==> src/design/apo_pkg.sv <==
// Shared types and constants for the antialiased pulse oscillator.
// Used by every design file; depends on nothing.
package apo_pkg;

  // Phase fraction bits (Q0.PHASE_BITS) and sample width (Q1.(SAMPLE_BITS-1)).
  localparam int PHASE_BITS  = 24;
  localparam int SAMPLE_BITS = 16;

  localparam int IN_DATA_W  = ((PHASE_BITS + 7) / 8) * 8;
  localparam int OUT_DATA_W = ((SAMPLE_BITS + 7) / 8) * 8;
  localparam int CFG_DATA_W = (PHASE_BITS > SAMPLE_BITS) ? PHASE_BITS : SAMPLE_BITS;
  localparam int CFG_IDX_W  = 3;

  // Signed width for the level numerator, and the divider step counter.
  localparam int LNUM_W = PHASE_BITS + 3;
  localparam int CNT_W  = $clog2(SAMPLE_BITS);

  // Depth of the queue between front and back; must be a power of two.
  localparam int QUEUE_DEPTH = 2;
  localparam int QPTR_W      = $clog2(QUEUE_DEPTH);
  localparam int QCNT_W      = $clog2(QUEUE_DEPTH + 1);

  // Register indexes of the configuration port.
  localparam logic [CFG_IDX_W-1:0] CFG_DUTY_THRESHOLD       = 3'd0;
  localparam logic [CFG_IDX_W-1:0] CFG_FIXED_FREQUENCY      = 3'd1;
  localparam logic [CFG_IDX_W-1:0] CFG_USE_STREAM_FREQUENCY = 3'd2;
  localparam logic [CFG_IDX_W-1:0] CFG_AMPLITUDE            = 3'd3;
  localparam logic [CFG_IDX_W-1:0] CFG_DC_OFFSET            = 3'd4;

  // Phase 1.0 in the PHASE_BITS+1 bit state, duty reset 0.5.
  localparam logic [PHASE_BITS:0]   PH_ONE     = (PHASE_BITS + 1)'(1) << PHASE_BITS;
  localparam logic [PHASE_BITS-1:0] DUTY_RESET = PHASE_BITS'(1) << (PHASE_BITS - 1);

  localparam logic [SAMPLE_BITS-1:0] SAMPLE_MAX = {1'b0, {(SAMPLE_BITS - 1){1'b1}}};
  localparam logic [SAMPLE_BITS-1:0] SAMPLE_MIN = {1'b1, {(SAMPLE_BITS - 1){1'b0}}};

  typedef struct packed {
    logic [PHASE_BITS-1:0]         duty_threshold;
    logic [PHASE_BITS-1:0]         fixed_frequency;
    logic                          use_stream_frequency;
    logic signed [SAMPLE_BITS-1:0] amplitude;
    logic signed [SAMPLE_BITS-1:0] dc_offset;
  } apo_cfg_t;

  // One classified tick: zero marks a cleared phase (output the offset),
  // otherwise level = (neg ? -mag : mag) / freq.
  typedef struct packed {
    logic                  zero;
    logic                  neg;
    logic [PHASE_BITS-1:0] mag;
    logic [PHASE_BITS-1:0] freq;
  } apo_entry_t;

endpackage

==> src/design/apo_front.sv <==
// Front end: accepts ticks, selects the frequency, tracks the phase and
// forms the level numerator. Depends on apo_pkg.
module apo_front import apo_pkg::*; (
  input  logic                 clk,
  input  logic                 rst_n,
  input  logic                 in_tvalid,
  output logic                 in_tready,
  input  logic [IN_DATA_W-1:0] in_tdata,
  input  logic                 in_tuser,
  input  apo_cfg_t             cfg,
  input  logic                 q_full,
  output logic                 push,
  output apo_entry_t           push_entry
);

  logic [PHASE_BITS:0]   phase_r, phase_nxt;
  logic [PHASE_BITS-1:0] freq;
  logic                  invalid;
  logic                  zero;
  logic [PHASE_BITS-1:0] p;
  logic [PHASE_BITS:0]   step_sum;
  logic [PHASE_BITS:0]   gap_fall;
  logic [PHASE_BITS-1:0] gap_rise;
  logic [LNUM_W-1:0]     lnum;
  logic [LNUM_W-1:0]     lnum_abs;

  assign in_tready = !q_full;
  assign push      = in_tvalid && !q_full;

  always_comb begin
    freq    = cfg.use_stream_frequency ? in_tdata[PHASE_BITS-1:0] : cfg.fixed_frequency;
    invalid = cfg.use_stream_frequency && in_tuser;
    zero    = invalid || (freq == '0);
    // Wrap once: dropping the 1.0 bit subtracts 1.0.
    p        = phase_r[PHASE_BITS-1:0];
    step_sum = {1'b0, p} + {1'b0, freq};
    gap_fall = PH_ONE - {1'b0, p};
    gap_rise = cfg.duty_threshold - p;
    if (p >= cfg.duty_threshold) begin
      if (step_sum > PH_ONE) begin
        lnum = {1'b0, gap_fall, 1'b0} - {3'b000, freq};
      end else begin
        lnum = {3'b000, freq};
      end
    end else begin
      if (step_sum > {1'b0, cfg.duty_threshold}) begin
        lnum = {3'b000, freq} - {2'b00, gap_rise, 1'b0};
      end else begin
        lnum = '0 - {3'b000, freq};
      end
    end
    lnum_abs = lnum[LNUM_W-1] ? ('0 - lnum) : lnum;

    push_entry.zero = zero;
    push_entry.neg  = lnum[LNUM_W-1];
    push_entry.mag  = lnum_abs[PHASE_BITS-1:0];
    push_entry.freq = freq;

    phase_nxt = phase_r;
    if (push) begin
      phase_nxt = zero ? '0 : step_sum;
    end
  end

  always_ff @(posedge clk) begin
    if (!rst_n) begin
      phase_r <= '0;
    end else begin
      phase_r <= phase_nxt;
    end
  end

endmodule

==> src/design/apo_queue.sv <==
// Short FIFO of classified ticks between front and back.
// Depends on apo_pkg.
module apo_queue import apo_pkg::*; (
  input  logic       clk,
  input  logic       rst_n,
  input  logic       push,
  input  apo_entry_t push_entry,
  output logic       full,
  input  logic       pop,
  output logic       valid,
  output apo_entry_t head
);

  apo_entry_t        mem_r [QUEUE_DEPTH];
  logic [QPTR_W-1:0] wr_ptr_r, rd_ptr_r;
  logic [QCNT_W-1:0] count_r, count_nxt;

  assign full  = (count_r == QCNT_W'(QUEUE_DEPTH));
  assign valid = (count_r != '0);
  assign head  = mem_r[rd_ptr_r];

  always_comb begin
    count_nxt = count_r;
    if (push && !pop) begin
      count_nxt = count_r + 1'b1;
    end else if (pop && !push) begin
      count_nxt = count_r - 1'b1;
    end
  end

  always_ff @(posedge clk) begin
    if (push) begin
      mem_r[wr_ptr_r] <= push_entry;
    end
  end

  always_ff @(posedge clk) begin
    if (!rst_n) begin
      wr_ptr_r <= '0;
      rd_ptr_r <= '0;
      count_r  <= '0;
    end else begin
      if (push) begin
        wr_ptr_r <= wr_ptr_r + 1'b1;
      end
      if (pop) begin
        rd_ptr_r <= rd_ptr_r + 1'b1;
      end
      count_r <= count_nxt;
    end
  end

endmodule

==> src/design/apo_back.sv <==
// Back end: scales the level by the amplitude, divides by the frequency
// one quotient bit a cycle, adds the offset and saturates. Depends on apo_pkg.
module apo_back import apo_pkg::*; (
  input  logic                  clk,
  input  logic                  rst_n,
  input  apo_cfg_t              cfg,
  input  logic                  q_valid,
  input  apo_entry_t            q_head,
  output logic                  pop,
  output logic                  out_tvalid,
  input  logic                  out_tready,
  output logic [OUT_DATA_W-1:0] out_tdata
);

  typedef enum logic [4:0] {
    ST_IDLE = 5'b00001,
    ST_MUL  = 5'b00010,
    ST_PREP = 5'b00100,
    ST_DIV  = 5'b01000,
    ST_DONE = 5'b10000
  } state_t;

  localparam int PROD_W = PHASE_BITS + SAMPLE_BITS;

  state_t                 state_r, state_nxt;
  apo_entry_t             ent_r;
  logic [PROD_W-1:0]      prod_r;
  logic [PHASE_BITS-1:0]  rem_r;
  logic [SAMPLE_BITS-1:0] qsh_r;
  logic [CNT_W-1:0]       cnt_r;
  logic                   out_valid_r;
  logic [SAMPLE_BITS-1:0] out_data_r;

  logic [SAMPLE_BITS-1:0] amag;
  logic [PROD_W-1:0]      dvd;
  logic [PHASE_BITS+1:0]  diff;
  logic                   ge;
  logic                   neg;
  logic [SAMPLE_BITS+1:0] qval, sval, total;
  logic [SAMPLE_BITS-1:0] result;
  logic                   load_out;

  assign out_tvalid = out_valid_r;
  assign out_tdata  = OUT_DATA_W'(out_data_r);
  assign pop        = (state_r == ST_IDLE) && q_valid;
  assign load_out   = (state_r == ST_DONE) && (!out_valid_r || out_tready);

  always_comb begin
    amag = cfg.amplitude[SAMPLE_BITS-1] ? ('0 - cfg.amplitude) : cfg.amplitude;
    // Add half the divisor for rounding; the quotient fits SAMPLE_BITS.
    dvd  = prod_r + PROD_W'(ent_r.freq[PHASE_BITS-1:1]);
    diff = {1'b0, rem_r, qsh_r[SAMPLE_BITS-1]} - {2'b00, ent_r.freq};
    ge   = !diff[PHASE_BITS+1];

    neg   = ent_r.neg ^ cfg.amplitude[SAMPLE_BITS-1];
    qval  = {2'b00, qsh_r};
    sval  = neg ? ('0 - qval) : qval;
    total = sval + {{2{cfg.dc_offset[SAMPLE_BITS-1]}}, cfg.dc_offset};
    if (ent_r.zero) begin
      result = cfg.dc_offset;
    end else if ((total[SAMPLE_BITS+1:SAMPLE_BITS-1] == '0) ||
                 (total[SAMPLE_BITS+1:SAMPLE_BITS-1] == '1)) begin
      result = total[SAMPLE_BITS-1:0];
    end else if (total[SAMPLE_BITS+1]) begin
      result = SAMPLE_MIN;
    end else begin
      result = SAMPLE_MAX;
    end
  end

  always_comb begin
    state_nxt = state_r;
    case (state_r)
      ST_IDLE: begin
        if (q_valid) begin
          state_nxt = q_head.zero ? ST_DONE : ST_MUL;
        end
      end
      ST_MUL:  state_nxt = ST_PREP;
      ST_PREP: state_nxt = ST_DIV;
      ST_DIV: begin
        if (cnt_r == CNT_W'(SAMPLE_BITS - 1)) begin
          state_nxt = ST_DONE;
        end
      end
      ST_DONE: begin
        if (load_out) begin
          state_nxt = ST_IDLE;
        end
      end
      default: state_nxt = ST_IDLE;
    endcase
  end

  // Datapath registers.
  always_ff @(posedge clk) begin
    case (state_r)
      ST_IDLE: begin
        if (q_valid) begin
          ent_r <= q_head;
        end
      end
      ST_MUL: begin
        prod_r <= PROD_W'(ent_r.mag) * PROD_W'(amag);
      end
      ST_PREP: begin
        rem_r <= dvd[PROD_W-1:SAMPLE_BITS];
        qsh_r <= dvd[SAMPLE_BITS-1:0];
        cnt_r <= '0;
      end
      ST_DIV: begin
        rem_r <= ge ? diff[PHASE_BITS-1:0] : {rem_r[PHASE_BITS-2:0], qsh_r[SAMPLE_BITS-1]};
        qsh_r <= {qsh_r[SAMPLE_BITS-2:0], ge};
        cnt_r <= cnt_r + 1'b1;
      end
      default: begin
      end
    endcase
    if (load_out) begin
      out_data_r <= result;
    end
  end

  always_ff @(posedge clk) begin
    if (!rst_n) begin
      state_r     <= ST_IDLE;
      out_valid_r <= 1'b0;
    end else begin
      state_r <= state_nxt;
      if (load_out) begin
        out_valid_r <= 1'b1;
      end else if (out_tready) begin
        out_valid_r <= 1'b0;
      end
    end
  end

endmodule

==> src/design/antialiased_pulse_oscillator.sv <==
// Top level of the antialiased pulse oscillator: configuration registers,
// front end, tick queue and back end. Depends on apo_pkg, apo_front,
// apo_queue and apo_back.
//
//   Channel  Direction  Handshake            Payload
//   in_      slave      in_tvalid/in_tready  tdata: tick_frequency; tuser: frequency_invalid
//   out_     master     out_tvalid/out_tready tdata: sample
//   cfg_     write      cfg_wr_en            cfg_index, cfg_wdata
//
// The front takes one tick per cycle while the queue has room and advances
// the phase at once. The back handles one tick at a time and pops the queue
// only in its idle state: a tick with a nonzero frequency passes through its
// multiply, prepare, divide and done states, its restoring divider producing one
// quotient bit a cycle; a tick with zero or invalid frequency goes from idle to done.
// Reset (rst_n low, synchronous) clears the phase, the queue, the back state
// and the output valid, and loads the register reset values.
// A stalled output holds its sample; the back waits in its final state and
// the queue absorbs up to QUEUE_DEPTH ticks before in_tready drops.
module antialiased_pulse_oscillator import apo_pkg::*; (
  input  logic                  clk,
  input  logic                  rst_n,
  input  logic                  in_tvalid,
  output logic                  in_tready,
  input  logic [IN_DATA_W-1:0]  in_tdata,   // [PHASE_BITS-1:0] tick_frequency, rest zero
  input  logic                  in_tuser,   // [0] frequency_invalid
  output logic                  out_tvalid,
  input  logic                  out_tready,
  output logic [OUT_DATA_W-1:0] out_tdata,  // [SAMPLE_BITS-1:0] sample, rest zero
  input  logic                  cfg_wr_en,
  input  logic [CFG_IDX_W-1:0]  cfg_index,
  input  logic [CFG_DATA_W-1:0] cfg_wdata
);

  apo_cfg_t   cfg_r;
  logic       push;
  apo_entry_t push_entry;
  logic       q_full;
  logic       q_valid;
  apo_entry_t q_head;
  logic       pop;

  // Configuration registers; an unknown index is dropped.
  always_ff @(posedge clk) begin
    if (!rst_n) begin
      cfg_r.duty_threshold       <= DUTY_RESET;
      cfg_r.fixed_frequency      <= '0;
      cfg_r.use_stream_frequency <= 1'b0;
      cfg_r.amplitude            <= SAMPLE_MAX;
      cfg_r.dc_offset            <= '0;
    end else if (cfg_wr_en) begin
      case (cfg_index)
        CFG_DUTY_THRESHOLD:       cfg_r.duty_threshold       <= cfg_wdata[PHASE_BITS-1:0];
        CFG_FIXED_FREQUENCY:      cfg_r.fixed_frequency      <= cfg_wdata[PHASE_BITS-1:0];
        CFG_USE_STREAM_FREQUENCY: cfg_r.use_stream_frequency <= cfg_wdata[0];
        CFG_AMPLITUDE:            cfg_r.amplitude            <= cfg_wdata[SAMPLE_BITS-1:0];
        CFG_DC_OFFSET:            cfg_r.dc_offset            <= cfg_wdata[SAMPLE_BITS-1:0];
        default: begin
        end
      endcase
    end
  end

  // Classify each tick and advance the phase.
  apo_front u_front (
    .clk        (clk),
    .rst_n      (rst_n),
    .in_tvalid  (in_tvalid),
    .in_tready  (in_tready),
    .in_tdata   (in_tdata),
    .in_tuser   (in_tuser),
    .cfg        (cfg_r),
    .q_full     (q_full),
    .push       (push),
    .push_entry (push_entry)
  );

  // Hold classified ticks until the back end is free.
  apo_queue u_queue (
    .clk        (clk),
    .rst_n      (rst_n),
    .push       (push),
    .push_entry (push_entry),
    .full       (q_full),
    .pop        (pop),
    .valid      (q_valid),
    .head       (q_head)
  );

  // Scale, divide, offset and saturate; drive the output register.
  apo_back u_back (
    .clk        (clk),
    .rst_n      (rst_n),
    .cfg        (cfg_r),
    .q_valid    (q_valid),
    .q_head     (q_head),
    .pop        (pop),
    .out_tvalid (out_tvalid),
    .out_tready (out_tready),
    .out_tdata  (out_tdata)
  );

endmodule

==> config.mk <==
export PLATFORM = sky130hd
export DESIGN_NAME = antialiased_pulse_oscillator
export DESIGN_NICKNAME = d
export VERILOG_FILES = /design/src/design/apo_pkg.sv /design/src/design/apo_front.sv /design/src/design/apo_queue.sv /design/src/design/apo_back.sv /design/src/design/antialiased_pulse_oscillator.sv
export SDC_FILE = /design/constraint.sdc
export NUM_CORES = 2
export LEC_CHECK = 0
export BUFFER_PORTS_ARGS = -buffer_cell sky130_fd_sc_hd__buf_2
export CORE_MARGIN = 2
export CORE_UTILIZATION = 45
export CTS_BUF_LIST = sky130_fd_sc_hd__clkbuf_4
export DETAILED_ROUTE_END_ITERATION = 16
export PLACE_DENSITY = 0.74
export SLEW_MARGIN = 25
export SYNTH_ARGS = -nofsm -noshare
export SYNTH_HDL_FRONTEND = slang
export SYNTH_HIERARCHICAL = 1
export SYNTH_SLANG_ARGS = --single-unit
==> constraint.sdc <==
create_clock -name clk -period 6.9 [get_ports clk]
set_input_delay 0 -clock clk [delete_from_list [all_inputs] [get_ports clk]]
set_output_delay 0 -clock clk [all_outputs]
set_load 0.05 [all_outputs]
==> run_results.csv <==
group,metric,value,unit
outcome,outcome,"finished with violations",
outcome,failed_checks,"setup timing",
clocking,h-tree-depth,3,
floorplanning,chipWidth,296,um
floorplanning,core-area,84900,sq um
synth,syn_inst,4124,
global_routing,grt_max_degree,85,
worst_setup_path,crit_slowest_cell,"fa_2",
timing,timing_hold_violations_final,0,
route,wire_per_inst,20.0,um
synth,synthTopCellsByArea,"edfxtp_1 (20%), fa_1 (16%), ha_1 (9.8%), dfxtp_1 (6.1%), inv_1 (5.2%)",
route,vias,32900,
hold_path,hp-class,"in2reg",
layout,nNetsFinal,5292,
place,hpwl,90200,um
timing,rsz0062_at_grt,"true",
timing,setup_viol,21,
run,drv_cap,0,
floorplanning,initial_core_util,0.452,
route,vias_per_cell,5.63,
global_routing,grt_use_total,0.264,
synth,yosys_warnings,6,
layout,final_util,0.544,
synth,yosysMostFrequentCell,"inv_1",
route,ant_nets,0,
global_routing,grt_pass1_wl,178000,um
route,firstDrtPassIters,8,
timing,fin_tns_setup,-7350,ps
timing,setup_ws,-540,ps
route,drtIter0Drc,2979,
global_routing,antenna_found_initial,4,
synth,seq_area_frac_synth,0.256,
timing,worst_pin_slew,1060,ps
layout,nFillCells,7455,
synth,synth_edf_count,250,
route,drc,0,
synth,synth_top_cell_area_share,0.196,
worst_setup_path,cpPeakStageDelay,550,ps
worst_setup_path,cp_num_buf_inv,7,
route,wirelength,117000,um
worst_setup_path,arrival,8040,ps
timing,slew-limit-headroom,0.295,
synth,synth_fp_nets,4794,
timing,drv_slew,0,
synth,async_flop_share,0,
synth,yosys-top-cells-count,"inv_1 (533), nand2_1 (514), fa_1 (313)",
timing,fin_crit_sh,1.08,
worst_setup_path,critical_path.top_delay_family,"adder cells",
layout,final_layout_size_suffix_gt1_frac,0.208,
floorplanning,io_pins,75,
layout,syn2layout_area_growth,20.4,%
global_routing,first_global_vias,32200,
clocking,cts_sinks,366,
place,routabilityCongestion,0.972,
floorplanning,row_count,107,
worst_setup_path,crit_type,"reg2reg",
timing,finClkSkew,68.4,ps
worst_setup_path,endpoint_kind,"flip-flop",
worst_setup_path,crit_fanout,3,
synth,avgSynthCellArea,9.30,sq um
place,port_buffers,74,
clocking,numCtsBuffers,95,
clocking,clock-root-buffer,"clkbuf_4",
floorplanning,die_area,87600,sq um
clocking,clk_path_buf_depth,3,
synth,synth_top_cell_by_area,"edfxtp_1",
synth,synth_seq_cells,366,
worst_setup_path,cp_common_cell,"fa_1",
synth,synth_ff_type,"edfxtp_1",
synth,synthDistinctLibCells,115,
global_routing,overflow,0,
clocking,insertion_delay,880,ps
timing,fin_crit,7440,ps
worst_setup_path,start_kind,"flip-flop",
clocking,path_clk_slew,60,ps
timing,fmax,134,MHz
clocking,cts_tree,"done",
worst_setup_path,r2r_slack,-540,ps
synth,synth_area,38400,sq um
floorplanning,die_height,296,um
worst_setup_path,required,7500,ps
-- cells by family (layout without fill, tap and decap cells) --
logic type,count (synthesis),count (layout),share of synthesized area
adder cells (fa/ha/maj),613,613,0.261
flip-flops,366,366,0.256
buffers and inverters,685,1262,0.0726
AO/OA/AOI/OAI,761,761,0.137
XOR/XNOR,260,260,0.0596
multiplexers,202,202,0.0546
AND/OR/NAND/NOR,1237,1237,0.159
other,0,5,0
-- cell type report --
cell class,instances,area [sq um],share of cell area
timing repair buffer,552,4450,0.0964
tap,1144,1430,0.0310
inverter,534,2000,0.0434
clock buffer,135,1010,0.0219
sequential,366,9840,0.213
multi-input combinational,3073,27200,0.589
antenna,5,12.5,0.000271
clock inverter,41,251,0.00544
-- worst paths after layout --
kind | cells after the start | from | end
worst max-delay path | 28 | cfg_r[18]$_SDFFE_PN1P_ | u_back/prod_r[29]$_DFFE_PP_
worst max register to register | 28 | cfg_r[18]$_SDFFE_PN1P_ | u_back/prod_r[29]$_DFFE_PP_
worst min register to register | 2 | cfg_r[49]$_SDFFE_PN0P_ | cfg_r[49]$_SDFFE_PN0P_
worst min-delay path | 4 | cfg_wdata[23] | cfg_r[56]$_SDFFE_PN0P_
-- metrics by stage --
| step | setup slack (ps) | area, sq um | instances | hold WS (ps) |
|---|---|---|---|---|
| global route | -739 | 46200 | 5850 | 16.0 |
| finish | -540 | 46200 | 5850 | 54.9 |
| CTS | -458 | 45200 | 5822 | 0.815 |
| floorplan | -172 | 38600 | 4124 | 71.1 |
| detailed placement | -682 | 42600 | 5552 | 315 |
| global placement | -526 | 42600 | 5552 | 303 |
-- worst min-delay path, delay by kind of cell --
| family | cells | cell delay, ps |
|---|---|---|
| buffers and inverters | 2 | 740 |
| muxes | 1 | 60 |
| and+or+nand+nor | 1 | 60 |
-- state kept, by name, indices dropped and copies added (netlist names), 2 cells and up, named ones only --
name	flops
cfg_r	81
u_back/cnt_r	4
u_back/ent_r	50
u_back/out_tdata	16
u_back/prod_r	40
u_back/qsh_r	16
u_back/rem_r	24
u_back/state_r	5
u_front/phase_r	24
u_queue/count_r	2
u_queue/mem_r	100
-- placed cells by master, fill, tap and decap left out, drive strengths merged, types with 87 or more instances in the layout --
master and count:
a21oi 204, and2 165, buf 485, clkbuf 136
dfxtp 116, edfxtp 250, fa 313, ha 300
inv 537, mux2i 145, nand2 516, nand3 87
nor2 168, o21ai 118, xnor2 170, xor2 90
-- routing by layer --
metal,track usage,share of wire,vias to the layer above,wire (um)
met1,0.350,0.42,16100,48800
li1,-,-,15200,-
met2,0.439,0.47,1320,55400
met3,0.0416,0.074,264,8680
met4,0.0942,0.036,4,4220
met5,0,0.00027,-,32
-- timing repair --
item                       in CTS  in global routing
buffers inserted               27                 22
pin swaps                      72                138
gates cloned                    1                  1
hold endpoints to repair      179                  0
hold buffers                   66                  0
gates resized for setup        84                149
setup endpoints to repair      39                 63
Power is not shown: default switching activity piles up to over one toggle a cycle in this logic, so the estimate is an artifact.
